[src/rtl/gwb_pkg.sv]
package gwb_pkg;

  localparam int MAX_COLS = 32;
  localparam int MAX_ROWS = 32;

  localparam int FUNC_W = 2;
  localparam int FLD_W  = 6;
  localparam int DIM_W  = 6;
  localparam int Q_W    = 16;
  localparam int POS_W  = 24;
  localparam int IDX_W  = 3;
  localparam int CFG_DW = 16;

  // coordinates in Q.9, wide enough for any centre, box edge or difference
  localparam int CW = POS_W + 3;

  localparam int HROWS  = MAX_ROWS + 1;
  localparam int HCOLS  = MAX_COLS;
  localparam int VROWS  = MAX_ROWS;
  localparam int VCOLS  = MAX_COLS + 1;
  localparam int HROW_W = $clog2(HROWS);
  localparam int HCOL_W = $clog2(HCOLS);
  localparam int VROW_W = $clog2(VROWS);
  localparam int VCOL_W = $clog2(VCOLS);
  localparam int CNT_W  = $clog2((MAX_ROWS > MAX_COLS ? MAX_ROWS : MAX_COLS) + 1);
  localparam int PROD_W = DIM_W + Q_W;

  localparam logic [FUNC_W-1:0] FN_WR_H  = 2'd0;
  localparam logic [FUNC_W-1:0] FN_WR_V  = 2'd1;
  localparam logic [FUNC_W-1:0] FN_QUERY = 2'd2;

  localparam logic [IDX_W-1:0] REG_MAZE_WIDTH  = 3'd0;
  localparam logic [IDX_W-1:0] REG_MAZE_HEIGHT = 3'd1;
  localparam logic [IDX_W-1:0] REG_CELL_SIZE   = 3'd2;
  localparam logic [IDX_W-1:0] REG_HALF_WIDTH  = 3'd3;
  localparam logic [IDX_W-1:0] REG_HALF_DEPTH  = 3'd4;
  localparam logic [IDX_W-1:0] REG_MARGIN      = 3'd5;
  localparam logic [IDX_W-1:0] REG_BORDER_ONLY = 3'd6;

  localparam logic [DIM_W-1:0] RST_MAZE_WIDTH  = 6'd8;
  localparam logic [DIM_W-1:0] RST_MAZE_HEIGHT = 6'd8;
  localparam logic [Q_W-1:0]   RST_CELL_SIZE   = 16'd512;
  localparam logic [Q_W-1:0]   RST_HALF_WIDTH  = 16'd128;
  localparam logic [Q_W-1:0]   RST_HALF_DEPTH  = 16'd128;
  localparam logic [Q_W-1:0]   RST_MARGIN      = 16'd3;

  typedef logic signed [CW-1:0] coord_t;

  typedef struct packed {
    logic [DIM_W-1:0] maze_width;
    logic [DIM_W-1:0] maze_height;
    logic [Q_W-1:0]   cell_size;
    logic [Q_W-1:0]   half_width;
    logic [Q_W-1:0]   half_depth;
    logic [Q_W-1:0]   margin;
    logic             border_only;
  } cfg_t;

  typedef struct packed {
    logic clr_step;
    logic wr_h;
    logic wr_v;
    logic load_query;
    logic start_pass;
    logic pass_sel;
    logic rd_row;
    logic start_row;
    logic step_col;
    logic next_row;
    logic scan;
    logic emit;
  } cmd_t;

  typedef struct packed {
    logic clr_last;
    logic col_last;
    logic row_last;
    logic pass_v;
    logic hit;
  } sts_t;

  function automatic coord_t sx_pos(input logic signed [POS_W-1:0] v);
    return coord_t'(v);
  endfunction

  function automatic coord_t zx_q(input logic [Q_W-1:0] v);
    return coord_t'(v);
  endfunction

endpackage

[src/rtl/gwb_if.sv]
interface gwb_item_if;
  import gwb_pkg::*;

  logic                    valid;
  logic                    ready;
  logic [FUNC_W-1:0]       func;
  logic [FLD_W-1:0]        row;
  logic [FLD_W-1:0]        col;
  logic                    wall_present;
  logic signed [POS_W-1:0] pos_x;
  logic signed [POS_W-1:0] pos_z;

  modport source (output valid, func, row, col, wall_present, pos_x, pos_z, input ready);
  modport sink (input valid, func, row, col, wall_present, pos_x, pos_z, output ready);
endinterface

interface gwb_result_if;
  logic valid;
  logic ready;
  logic collides;

  modport source (output valid, collides, input ready);
  modport sink (input valid, collides, output ready);
endinterface

[src/rtl/gwb_cfg.sv]
module gwb_cfg (
  input  logic                       clk,
  input  logic                       rst,
  input  logic                       cfg_wr_en,
  input  logic [gwb_pkg::IDX_W-1:0]  cfg_index,
  input  logic [gwb_pkg::CFG_DW-1:0] cfg_wdata,
  output gwb_pkg::cfg_t              cfg
);
  import gwb_pkg::*;

  always_ff @(posedge clk) begin
    if (rst) begin
      cfg.maze_width  <= RST_MAZE_WIDTH;
      cfg.maze_height <= RST_MAZE_HEIGHT;
      cfg.cell_size   <= RST_CELL_SIZE;
      cfg.half_width  <= RST_HALF_WIDTH;
      cfg.half_depth  <= RST_HALF_DEPTH;
      cfg.margin      <= RST_MARGIN;
      cfg.border_only <= 1'b0;
    end else if (cfg_wr_en) begin
      unique case (cfg_index)
        REG_MAZE_WIDTH:  cfg.maze_width  <= cfg_wdata[DIM_W-1:0];
        REG_MAZE_HEIGHT: cfg.maze_height <= cfg_wdata[DIM_W-1:0];
        REG_CELL_SIZE:   cfg.cell_size   <= cfg_wdata[Q_W-1:0];
        REG_HALF_WIDTH:  cfg.half_width  <= cfg_wdata[Q_W-1:0];
        REG_HALF_DEPTH:  cfg.half_depth  <= cfg_wdata[Q_W-1:0];
        REG_MARGIN:      cfg.margin      <= cfg_wdata[Q_W-1:0];
        REG_BORDER_ONLY: cfg.border_only <= cfg_wdata[0];
        default: ;
      endcase
    end
  end

endmodule

[src/rtl/gwb_ctrl.sv]
module gwb_ctrl (
  input  logic                       clk,
  input  logic                       rst,
  input  logic                       item_valid,
  input  logic [gwb_pkg::FUNC_W-1:0] item_func,
  output logic                       item_ready,
  input  logic                       result_ready,
  output logic                       result_valid,
  input  gwb_pkg::sts_t              sts,
  output gwb_pkg::cmd_t              cmd
);
  import gwb_pkg::*;

  localparam logic [2:0] S_CLR   = 3'd0;
  localparam logic [2:0] S_IDLE  = 3'd1;
  localparam logic [2:0] S_SETUP = 3'd2;
  localparam logic [2:0] S_ROWRD = 3'd3;
  localparam logic [2:0] S_SCAN  = 3'd4;
  localparam logic [2:0] S_DONE  = 3'd5;

  logic [2:0] state;
  logic [2:0] state_next;

  assign item_ready = (state == S_IDLE);

  always_comb begin
    cmd        = '0;
    state_next = state;
    unique case (state)
      S_CLR: begin
        cmd.clr_step = 1'b1;
        if (sts.clr_last) state_next = S_IDLE;
      end
      S_IDLE: begin
        if (item_valid) begin
          unique case (item_func)
            FN_WR_H: cmd.wr_h = 1'b1;
            FN_WR_V: cmd.wr_v = 1'b1;
            FN_QUERY: begin
              cmd.load_query = 1'b1;
              state_next     = S_SETUP;
            end
            default: ;
          endcase
        end
      end
      S_SETUP: begin
        cmd.start_pass = 1'b1;
        cmd.pass_sel   = 1'b0;
        state_next     = S_ROWRD;
      end
      S_ROWRD: begin
        cmd.rd_row    = 1'b1;
        cmd.start_row = 1'b1;
        state_next    = S_SCAN;
      end
      S_SCAN: begin
        cmd.scan = 1'b1;
        if (sts.hit) begin
          state_next = S_DONE;
        end else if (!sts.col_last) begin
          cmd.step_col = 1'b1;
        end else if (!sts.row_last) begin
          cmd.next_row = 1'b1;
          state_next   = S_ROWRD;
        end else if (!sts.pass_v) begin
          // horizontal walls done, go on with the vertical ones
          cmd.start_pass = 1'b1;
          cmd.pass_sel   = 1'b1;
          state_next     = S_ROWRD;
        end else begin
          state_next = S_DONE;
        end
      end
      S_DONE: begin
        if (!result_valid || result_ready) begin
          cmd.emit   = 1'b1;
          state_next = S_IDLE;
        end
      end
      default: state_next = S_IDLE;
    endcase
  end

  always_ff @(posedge clk) begin
    if (rst) begin
      state        <= S_CLR;
      result_valid <= 1'b0;
    end else begin
      state <= state_next;
      if (cmd.emit) result_valid <= 1'b1;
      else if (result_ready) result_valid <= 1'b0;
    end
  end

endmodule

[src/rtl/gwb_dp.sv]
module gwb_dp (
  input  logic                            clk,
  input  logic                            rst,
  input  gwb_pkg::cfg_t                   cfg,
  input  gwb_pkg::cmd_t                   cmd,
  input  logic [gwb_pkg::FLD_W-1:0]       row,
  input  logic [gwb_pkg::FLD_W-1:0]       col,
  input  logic                            wall_present,
  input  logic signed [gwb_pkg::POS_W-1:0] pos_x,
  input  logic signed [gwb_pkg::POS_W-1:0] pos_z,
  output gwb_pkg::sts_t                   sts,
  output logic                            collides
);
  import gwb_pkg::*;

  logic [HCOLS-1:0] hmem [HROWS];
  logic [VCOLS-1:0] vmem [VROWS];
  logic [HCOLS-1:0] hrd;
  logic [VCOLS-1:0] vrd;

  logic [DIM_W-1:0] w_sat;
  logic [DIM_W-1:0] h_sat;
  coord_t cs;
  coord_t cs2;

  coord_t px9, pz9, xmin9, xmax9, zmin9, zmax9, dlim_x, dlim_z;
  coord_t mw, mh;
  coord_t racc, cacc;
  logic [PROD_W-1:0] mw_prod, mh_prod;

  logic             pass_v;
  logic [CNT_W-1:0] i;
  logic [CNT_W-1:0] j;
  logic             found;

  logic              hwe, vwe;
  logic [HROW_W-1:0] haddr;
  logic [VROW_W-1:0] vaddr;
  logic [HCOLS-1:0]  hmask, hdata;
  logic [VCOLS-1:0]  vmask, vdata;

  logic   bitv, slot_ok, border_ok, span_ok, dist_ok;
  coord_t span_c, smin, smax, dpos, dist_c, dlim, diff;

  assign w_sat = (cfg.maze_width > DIM_W'(MAX_COLS)) ? DIM_W'(MAX_COLS) : cfg.maze_width;
  assign h_sat = (cfg.maze_height > DIM_W'(MAX_ROWS)) ? DIM_W'(MAX_ROWS) : cfg.maze_height;
  assign cs    = zx_q(cfg.cell_size);
  assign cs2   = cs <<< 1;

  assign mw_prod = {{Q_W{1'b0}}, w_sat} * {{DIM_W{1'b0}}, cfg.cell_size};
  assign mh_prod = {{Q_W{1'b0}}, h_sat} * {{DIM_W{1'b0}}, cfg.cell_size};

  // wall bit writes; the clearing pass writes whole rows of zero
  always_comb begin
    hwe   = cmd.clr_step ||
            (cmd.wr_h && row <= FLD_W'(MAX_ROWS) && col < FLD_W'(MAX_COLS));
    vwe   = (cmd.clr_step && i < CNT_W'(MAX_ROWS)) ||
            (cmd.wr_v && row < FLD_W'(MAX_ROWS) && col <= FLD_W'(MAX_COLS));
    haddr = cmd.clr_step ? i[HROW_W-1:0] : row[HROW_W-1:0];
    vaddr = cmd.clr_step ? i[VROW_W-1:0] : row[VROW_W-1:0];
    hmask = cmd.clr_step ? '1 : ({{(HCOLS-1){1'b0}}, 1'b1} << col[HCOL_W-1:0]);
    vmask = cmd.clr_step ? '1 : ({{(VCOLS-1){1'b0}}, 1'b1} << col[VCOL_W-1:0]);
    hdata = cmd.clr_step ? '0 : {HCOLS{wall_present}};
    vdata = cmd.clr_step ? '0 : {VCOLS{wall_present}};
  end

  always_ff @(posedge clk) begin
    if (hwe) begin
      for (int b = 0; b < HCOLS; b++) begin
        if (hmask[b]) hmem[haddr][b] <= hdata[b];
      end
    end
    if (cmd.rd_row) hrd <= hmem[i[HROW_W-1:0]];
  end

  always_ff @(posedge clk) begin
    if (vwe) begin
      for (int b = 0; b < VCOLS; b++) begin
        if (vmask[b]) vmem[vaddr][b] <= vdata[b];
      end
    end
    // a vertical pass reads one row past the end; that slot is masked below
    if (cmd.rd_row) vrd <= vmem[i[VROW_W-1:0]];
  end

  // query bounds in Q.9
  always_ff @(posedge clk) begin
    if (cmd.load_query) begin
      px9    <= sx_pos(pos_x) <<< 1;
      pz9    <= sx_pos(pos_z) <<< 1;
      xmin9  <= (sx_pos(pos_x) - zx_q(cfg.half_width)) <<< 1;
      xmax9  <= (sx_pos(pos_x) + zx_q(cfg.half_width)) <<< 1;
      zmin9  <= (sx_pos(pos_z) - zx_q(cfg.half_depth)) <<< 1;
      zmax9  <= (sx_pos(pos_z) + zx_q(cfg.half_depth)) <<< 1;
      dlim_x <= (zx_q(cfg.half_width) + zx_q(cfg.margin)) <<< 1;
      dlim_z <= (zx_q(cfg.half_depth) + zx_q(cfg.margin)) <<< 1;
      mw     <= {{(CW-PROD_W){1'b0}}, mw_prod};
      mh     <= {{(CW-PROD_W){1'b0}}, mh_prod};
    end
  end

  // racc follows the row (z) centre, cacc the column (x) centre
  always_ff @(posedge clk) begin
    if (rst) begin
      i        <= '0;
      j        <= '0;
      pass_v   <= 1'b0;
      found    <= 1'b0;
      collides <= 1'b0;
    end else begin
      if (cmd.clr_step) i <= i + CNT_W'(1);
      if (cmd.start_pass) begin
        pass_v <= cmd.pass_sel;
        i      <= '0;
        racc   <= cmd.pass_sel ? (cs - mh) : -mh;
      end
      if (cmd.next_row) begin
        i    <= i + CNT_W'(1);
        racc <= racc + cs2;
      end
      if (cmd.start_row) begin
        j    <= '0;
        cacc <= pass_v ? -mw : (cs - mw);
      end
      if (cmd.step_col) begin
        j    <= j + CNT_W'(1);
        cacc <= cacc + cs2;
      end
      if (cmd.load_query) found <= 1'b0;
      else if (cmd.scan && sts.hit) found <= 1'b1;
      if (cmd.emit) collides <= found;
    end
  end

  // one wall slot per cycle while a row scans; the span and distance axes swap between passes
  always_comb begin
    bitv      = pass_v ? vrd[j[VCOL_W-1:0]] : hrd[j[HCOL_W-1:0]];
    slot_ok   = pass_v ? (i != CNT_W'(h_sat)) : (j != CNT_W'(w_sat));
    border_ok = !cfg.border_only ||
                (pass_v ? (j == '0 || j == CNT_W'(w_sat)) : (i == '0 || i == CNT_W'(h_sat)));
    span_c    = pass_v ? racc : cacc;
    smin      = pass_v ? zmin9 : xmin9;
    smax      = pass_v ? zmax9 : xmax9;
    dist_c    = pass_v ? cacc : racc;
    dpos      = pass_v ? px9 : pz9;
    dlim      = pass_v ? dlim_x : dlim_z;
    diff      = dpos - dist_c;
    span_ok   = (smin <= span_c + cs) && (smax >= span_c - cs);
    dist_ok   = (diff < dlim) && (diff > -dlim);
  end

  assign sts.hit      = bitv && slot_ok && border_ok && span_ok && dist_ok;
  assign sts.col_last = (j == CNT_W'(w_sat));
  assign sts.row_last = (i == CNT_W'(h_sat));
  assign sts.clr_last = (i == CNT_W'(MAX_ROWS));
  assign sts.pass_v   = pass_v;

endmodule

[src/rtl/grid_wall_box_collision_unit.sv]
// channel  | dir | payload                                        | handshake
// item     | in  | func, row, col, wall_present, pos_x, pos_z     | valid / ready
// result   | out | collides                                       | valid / ready
// cfg      | in  | cfg_index, cfg_wdata                           | cfg_wr_en
//
// wall writes and unused codes leave the block idle, so they are taken back to back
// a query loads its bounds, sets up, scans a horizontal and then a vertical pass of H + 1 rows each
// (H, W capped at 32) and ends early on a hit: each row is read, then its wall slots are tested one per cycle
// after reset a clearing pass zeroes both wall memories row by row; no requests then
// the result sits in an output register, so a stalled result holds the block only
// once the next query finishes
module grid_wall_box_collision_unit (
  input  logic                       clk,
  input  logic                       rst,
  gwb_item_if.sink                   item,
  gwb_result_if.source               result,
  input  logic                       cfg_wr_en,
  input  logic [gwb_pkg::IDX_W-1:0]  cfg_index,
  input  logic [gwb_pkg::CFG_DW-1:0] cfg_wdata
);
  import gwb_pkg::*;

  cfg_t cfg;
  cmd_t cmd;
  sts_t sts;

  gwb_cfg u_cfg (
    .clk       (clk),
    .rst       (rst),
    .cfg_wr_en (cfg_wr_en),
    .cfg_index (cfg_index),
    .cfg_wdata (cfg_wdata),
    .cfg       (cfg)
  );

  gwb_ctrl u_ctrl (
    .clk          (clk),
    .rst          (rst),
    .item_valid   (item.valid),
    .item_func    (item.func),
    .item_ready   (item.ready),
    .result_ready (result.ready),
    .result_valid (result.valid),
    .sts          (sts),
    .cmd          (cmd)
  );

  gwb_dp u_dp (
    .clk          (clk),
    .rst          (rst),
    .cfg          (cfg),
    .cmd          (cmd),
    .row          (item.row),
    .col          (item.col),
    .wall_present (item.wall_present),
    .pos_x        (item.pos_x),
    .pos_z        (item.pos_z),
    .sts          (sts),
    .collides     (result.collides)
  );

endmodule

[src/flat_wrapper.sv]
// flat-port wrapper written by rule: the top's interface ports become plain ports
module grid_wall_box_collision_unit_flat import gwb_pkg::*;
  (clk, rst, cfg_wr_en, cfg_index, cfg_wdata, item_valid, item_func, item_row, item_col, item_wall_present, item_pos_x, item_pos_z, item_ready, result_valid, result_collides, result_ready);
  gwb_item_if item_i ();
  gwb_result_if result_i ();
  input  logic clk;
  input  logic rst;
  input  logic cfg_wr_en;
  input  logic [gwb_pkg::IDX_W-1:0] cfg_index;
  input  logic [gwb_pkg::CFG_DW-1:0] cfg_wdata;
  input wire logic [$bits(item_i.valid)-1:0] item_valid;
  input wire logic [$bits(item_i.func)-1:0] item_func;
  input wire logic [$bits(item_i.row)-1:0] item_row;
  input wire logic [$bits(item_i.col)-1:0] item_col;
  input wire logic [$bits(item_i.wall_present)-1:0] item_wall_present;
  input wire logic [$bits(item_i.pos_x)-1:0] item_pos_x;
  input wire logic [$bits(item_i.pos_z)-1:0] item_pos_z;
  output wire logic [$bits(item_i.ready)-1:0] item_ready;
  output wire logic [$bits(result_i.valid)-1:0] result_valid;
  output wire logic [$bits(result_i.collides)-1:0] result_collides;
  input wire logic [$bits(result_i.ready)-1:0] result_ready;
  assign item_i.valid = item_valid;
  assign item_i.func = item_func;
  assign item_i.row = item_row;
  assign item_i.col = item_col;
  assign item_i.wall_present = item_wall_present;
  assign item_i.pos_x = item_pos_x;
  assign item_i.pos_z = item_pos_z;
  assign item_ready = item_i.ready;
  assign result_valid = result_i.valid;
  assign result_collides = result_i.collides;
  assign result_i.ready = result_ready;
  grid_wall_box_collision_unit u_core (.clk(clk), .rst(rst), .item(item_i), .result(result_i), .cfg_wr_en(cfg_wr_en), .cfg_index(cfg_index), .cfg_wdata(cfg_wdata));
endmodule
[config.mk]
export PLATFORM = sky130hd
export DESIGN_NAME = grid_wall_box_collision_unit_flat
export DESIGN_NICKNAME = d
export VERILOG_FILES = /design/src/rtl/gwb_pkg.sv /design/src/rtl/gwb_if.sv /design/src/rtl/gwb_cfg.sv /design/src/rtl/gwb_ctrl.sv /design/src/rtl/gwb_dp.sv /design/src/rtl/grid_wall_box_collision_unit.sv /design/src/flat_wrapper.sv
export SDC_FILE = /design/constraint.sdc
export NUM_CORES = 2
export LEC_CHECK = 0
export BUFFER_PORTS_ARGS = -buffer_cell sky130_fd_sc_hd__buf_2
export CAP_MARGIN = 20
export CORE_AREA = 2 2 344 686
export DETAILED_ROUTE_END_ITERATION = 7
export DIE_AREA = 0 0 346 688
export HOLD_SLACK_MARGIN = 0.12
export PLACE_DENSITY = 0.7
export SLEW_MARGIN = 20
export SYNTH_ARGS = -nofsm -noshare
export SYNTH_HDL_FRONTEND = slang
export SYNTH_SLANG_ARGS = --single-unit
[constraint.sdc]
create_clock -name clk -period 85.6 [get_ports clk]
set_input_delay 8.56 -clock clk [delete_from_list [all_inputs] [get_ports clk]]
set_output_delay 8.56 -clock clk [all_outputs]
set_load 0.01 [all_outputs]
# == Yosys cells after proc, flatten, opt, wreduce, memory -nomap -nowiden ==
# Memory sizes are Yosys's and may differ from the RTL's. A register that Yosys moved wholly into a read port is not among the register bits.
# Index checks and enable logic that the tools add are counted.
# totals
ff_bits,398
ramBits,2112
output_inout_bits,3
word_cells,384
n_memories,2
# mem_list
memory,words,word_bits,read_ports,rd_clocked_by_memory_dff,wr,line_no,rtl
u_core.u_dp.hmem,33,32,1,1,1,gwb_dp.sv:16,logic [HCOLS-1:0] hmem [HROWS];
u_core.u_dp.vmem,32,33,1,1,1,gwb_dp.sv:17,logic [VCOLS-1:0] vmem [VROWS];
# classes
add_sub_neg,18
multipliers,2
n_lt_le_gt_ge,13
eq_ne,23
shift,2
mux,257
bitwise_logic,1
reduce_logical,40
# op_table
operator,n
27-bit two-way mux,12
1-bit two-way mux,211
33-bit two-way mux,2
32-bit two-way mux,2
27-bit by 18-bit adder with 27-bit output,2
22-bit negation with 27-bit output,2
24-bit by 17-bit adder with 25-bit output,2
24-bit by 17-bit subtractor with 25-bit output,2
6-bit two-way mux,8
16-bit by 22-bit subtractor with 23-bit output,2
6-bit by 16-bit multiplier with 22-bit output,2
16-bit by 16-bit adder with 17-bit output,2
3-bit two-way mux,11
1-bit by 6-bit << shifter with 33-bit output (first input constant),1
1-bit by 5-bit << shifter with 32-bit output (first input constant),1
27-bit by 17-bit adder with 27-bit output,1
27-bit >= comparator,1
27-bit greater-than comparator,1
27-bit <= comparator,1
27-bit < comparator,1
27-bit negation,1
27-bit by 17-bit subtractor with 27-bit output,1
27-bit subtractor,1
6-bit < comparator (second input constant),3
other kinds (34),83

# == Longest topological paths before layout ==
# depth
word_depth,14
ltp_mapped,37
depth_no_buf,28

# == Cells and area by module ==
# A second synthesis with hierarchy kept.
# unflattened
cells_unflattened,9760
hier_area_um2,128209.2
# by_module_without_submodules
module,instances,cells_per_inst,area_each_um2,seq_area_each_um2
gwb_dp,1,9432,124717.1,74021.0
gwb_cfg,1,284,3118.0,1541.5
gwb_ctrl,1,44,374.1,80.1

# == Worst setup path after synthesis ==
# Ideal clock, no wire load.
# synth_timing
kind,input port to flip-flop
start,in item_wall_present
end,mem u_core.u_dp.hmem[0][0] in the netlist's numbering (data pin)
arrival_ps,34745
t_required_ps,79880
slack_ps,45135
stages,1
n_path_buf,0
cell_sequence,and2_1
# synth_between
elab_chain_len,1
# synth_rtl
element,line_no,rtl
from (decl),flat_wrapper.sv:15,input wire logic [$bits(item_i.wall_present)-1:0] item_wall_present;
32-bit two-way mux,gwb_dp.sv:63,hdata = cmd.clr_step ? '0 : {HCOLS{wall_present}};
to (decl),gwb_dp.sv:16,
# Every way passes these cells.

# == Final worst setup path ==
# layout_timing
start,in item_wall_present
end,mem u_core.u_dp.hmem[17][11] in the netlist's numbering (data pin)
# The elaborated chain is that of the path after synthesis.

==> reports/results.txt <==
drt first pass iters: 8
CP dominant cell by count: buf_4
Worst EP required: 86100 ps
largest net degree at the start of global routing: 319
Post-synth EDFFs: 2455
initial antenna violation count: 31
Avg Cell Area, Syn: 13.1 sq um
Final Hold Fails: 0
Cell Chain, Critical Path: buf_2 > and2_4 > buf_4 > buf_4 > buf_4 > buf_12 > buf_16
slew margin rel.: 21.2%
Top delay family on crit path: buffers and inverters
Layout area overhead: 8.62%
DR vias/cell: 6.25
post-DP HPWL: 196000 microns
Port Buf Inserts: 89
Worst setup SP type: input pin
num rows: 251
Layout Nets: 10100
Die ar.: 238000 sq um
Core ar.: 233000 sq um
mapped cell area: 127000 sq um
CTS Buffer Depth: 4
total of max-cap violations: 0
top_reg_cell synth: edfxtp_1
Worst Clk Skew: 87.0 ps
static leakage: 52.4 nW
P per Cell Area: 19.4 nW/um^2
max incr delay on CP: 900 ps
Die Y: 688 microns
Num CTS Buffers: 221
worst setup path class: input pin to register
Max Fanout on Critical Path: 218
Seq/Total Area, Yosys: 59.4%
total power: 2.68 mW
Final GP Congestion: 0.889
setup tns final: 0 ps
Initial Util: 54.6%
RSZ-0062 raised after global routing: no
synth warn: 0
first-pass GRT wire length: 497000 microns
Final Max Tran Viols: 0
WL/cell: 26.5 microns
initial detailed-routing violation count: 9811
H-tree depth: 4
Skew-Pair Late Insertion Delay: 900 ps
CTS tree: yes
worst path bufs/invs: 6
CTS clk-pin slew, worst paths: 70 ps
most common cell after layout, fill and taps aside: edfxtp_1
root buffer cell: clkbuf_16
fmax: 77.7 MHz
Final setup viols: 0
post-route ant nets: 0
# clock sinks: 2551
fin crit period: 12860 ps
outcome: finished, final reports clean
synth top area cells: edfxtp_1 (58%), mux4_2 (12%), nor2_1 (7.1%)
worst-margin pin slew: 1150 ps
Die W: 346 microns
Synth area leader: edfxtp_1
Mapped Cells: 9699
post-route setup slack: 72740 ps
DR vias: 79500
CP arrival: 13370 ps
global route overflow: 0
most frequent cells in the layout: edfxtp_1 (2455), nor2_1 (2406), mux4_2 (668)
FILL cells: 17900
post-CTS setup buffers: 0
Yosys cell types: 93
gr usage total: 28.1%
Hold-fix buffers, CTS: 0
Slowest-stage cell, CP: buf_4
vias in the first global route: 78300
Layout Utilization: 59.3%
Yosys reg bits: 2551
crit share post-route: 15.0%
Yosys top cell area share: 57.9%
ys async rst share: 0%
# DRC: 0
Setup Slack @ Placement: 72140 ps
hold slack: 485 ps
Critical Path End Type: register
Total Wirelength: 338000 microns
syn nets: 10300
share of cells above drive strength 1: 16.5%
worst hold path type: register to register
peak supply drop: 17.5 uV
post-cts sizing count: 0
IO Pins: 90
[area by class of cell]
cell class	instances	area, sq um	share of cell area, %
antenna	18	45.0	0.0326
clock buffer	254	5740	4.15
clock inverter	143	1480	1.07
inverter	315	1180	0.857
multi-input combinational	6111	48200	34.9
sequential	2551	75700	54.7
tap	3036	3800	2.75
timing repair buffer	292	2080	1.51
[through the flow]
step	instances	cell area [sq um]
finish	12700	138000
global route	12700	138000
CTS	12700	138000
detailed placement	12300	131000
global placement	12300	131000
floorplan	9699	127000
[cell families (layout without fill, tap and decap cells)]
logic type / after synthesis / after routing / share of synthesized area (%)
buf+inv: 1037 / 1004 / 3.11
simple gates: 3508 / 3508 / 11.4
fa+ha+maj: 508 / 508 / 5.74
flops: 2551 / 2551 / 59.4
mux: 908 / 908 / 13.8
xor+xnor: 324 / 324 / 2.23
other cells: 0 / 18 / 0
compound gates: 863 / 863 / 4.29
[final timing paths]
kind                  startpoint                       end  slack (ps)  cells after the start
min reg2reg  u_core.u_cfg.cfg[6]       u_core.u_cfg.cfg[6]         490                      2
max            item_wall_present  u_core.u_dp.hmem[17][11]       72740                      7
min          u_core.u_cfg.cfg[6]       u_core.u_cfg.cfg[6]         490                      2
max reg2reg   u_core.u_dp.pass_v      u_core.u_dp.cacc[25]       76240                     25
[registers in the layout, summed over array words and instances, names as in the netlist, 3 cells and up]
| signal | count |
|---|---|
| u_core.u_cfg.cfg | 77 |
| u_core.u_ctrl.state | 3 |
| u_core.u_dp.cacc | 27 |
| u_core.u_dp.dlim_x | 17 |
| u_core.u_dp.dlim_z | 17 |
| u_core.u_dp.hmem | 1056 |
| u_core.u_dp.hrd | 32 |
| u_core.u_dp.i | 6 |
| u_core.u_dp.j | 6 |
| u_core.u_dp.mh | 22 |
| u_core.u_dp.mw | 22 |
| u_core.u_dp.px9 | 24 |
| u_core.u_dp.pz9 | 24 |
| u_core.u_dp.racc | 27 |
| u_core.u_dp.vmem | 1056 |
| u_core.u_dp.vrd | 33 |
| u_core.u_dp.xmax9 | 24 |
| u_core.u_dp.xmin9 | 25 |
| u_core.u_dp.zmax9 | 25 |
| u_core.u_dp.zmin9 | 24 |
[cells in the mapped netlist (all sizes together), types with 10 or more instances]
library cell	count
fa	127
o41ai	17
edfxtp	2455
mux4	668
a211o	18
a31oi	35
nand2	526
dfxtp	96
nand3b	16
inv	315
a21o	69
o211ai	19
nor3	114
mux2i	117
o21ai	198
o21bai	34
a41oi	10
or2	13
and2	60
o21a	48
clkbuf	608
mux2	123
a211oi	21
nor4	17
or3	32
buf	114
nand3	109
o31ai	11
a21boi	14
ha	381
nor2	2408
nor2b	62
a21oi	295
xnor2	230
nand2b	49
nand4	28
xor2	94
and3	42
[where the power goes]
group          switching (mW)  internal, mW  total, mW  leakage, nW
combinational           0.147         0.112      0.259         25.2
sequential            0.00910          1.38       1.39         23.6
clock                   0.462         0.565       1.03         3.53
[worst reg2reg max path, stage by stage (launching register included)]
cell and delay, ps:
dfxtp_4 620, buf_4 720, mux2i_1 550, inv_1 170, fa_1 470, nand2b_1 190
a21oi_2 220, o211ai_2 210, a2111oi_4 640, o31a_1 240, o21a_1 180, xor2_1 790
ha_1 240, nand3_1 90, or3_1 400, nor3_1 440, and3_1 270, o21ai_0 90
o21ai_0 320, xnor2_1 160, nand4_1 370, nand3_2 360, nand2_4 170, buf_4 300
or4_1 640, a21boi_1 150
[routing by layer]
layer | global-route usage, % | share of wire (%) | wire [microns] | vias up
met5 | 0 | 0.010 | 34 | -
met4 | 11.4 | 4.3 | 14600 | 6
met3 | 3.97 | 8.8 | 29800 | 735
met2 | 47.4 | 49 | 167000 | 3678
met1 | 36.9 | 37 | 127000 | 40400
li1 | - | - | - | 34700
(Power assumes the default switching activity.)
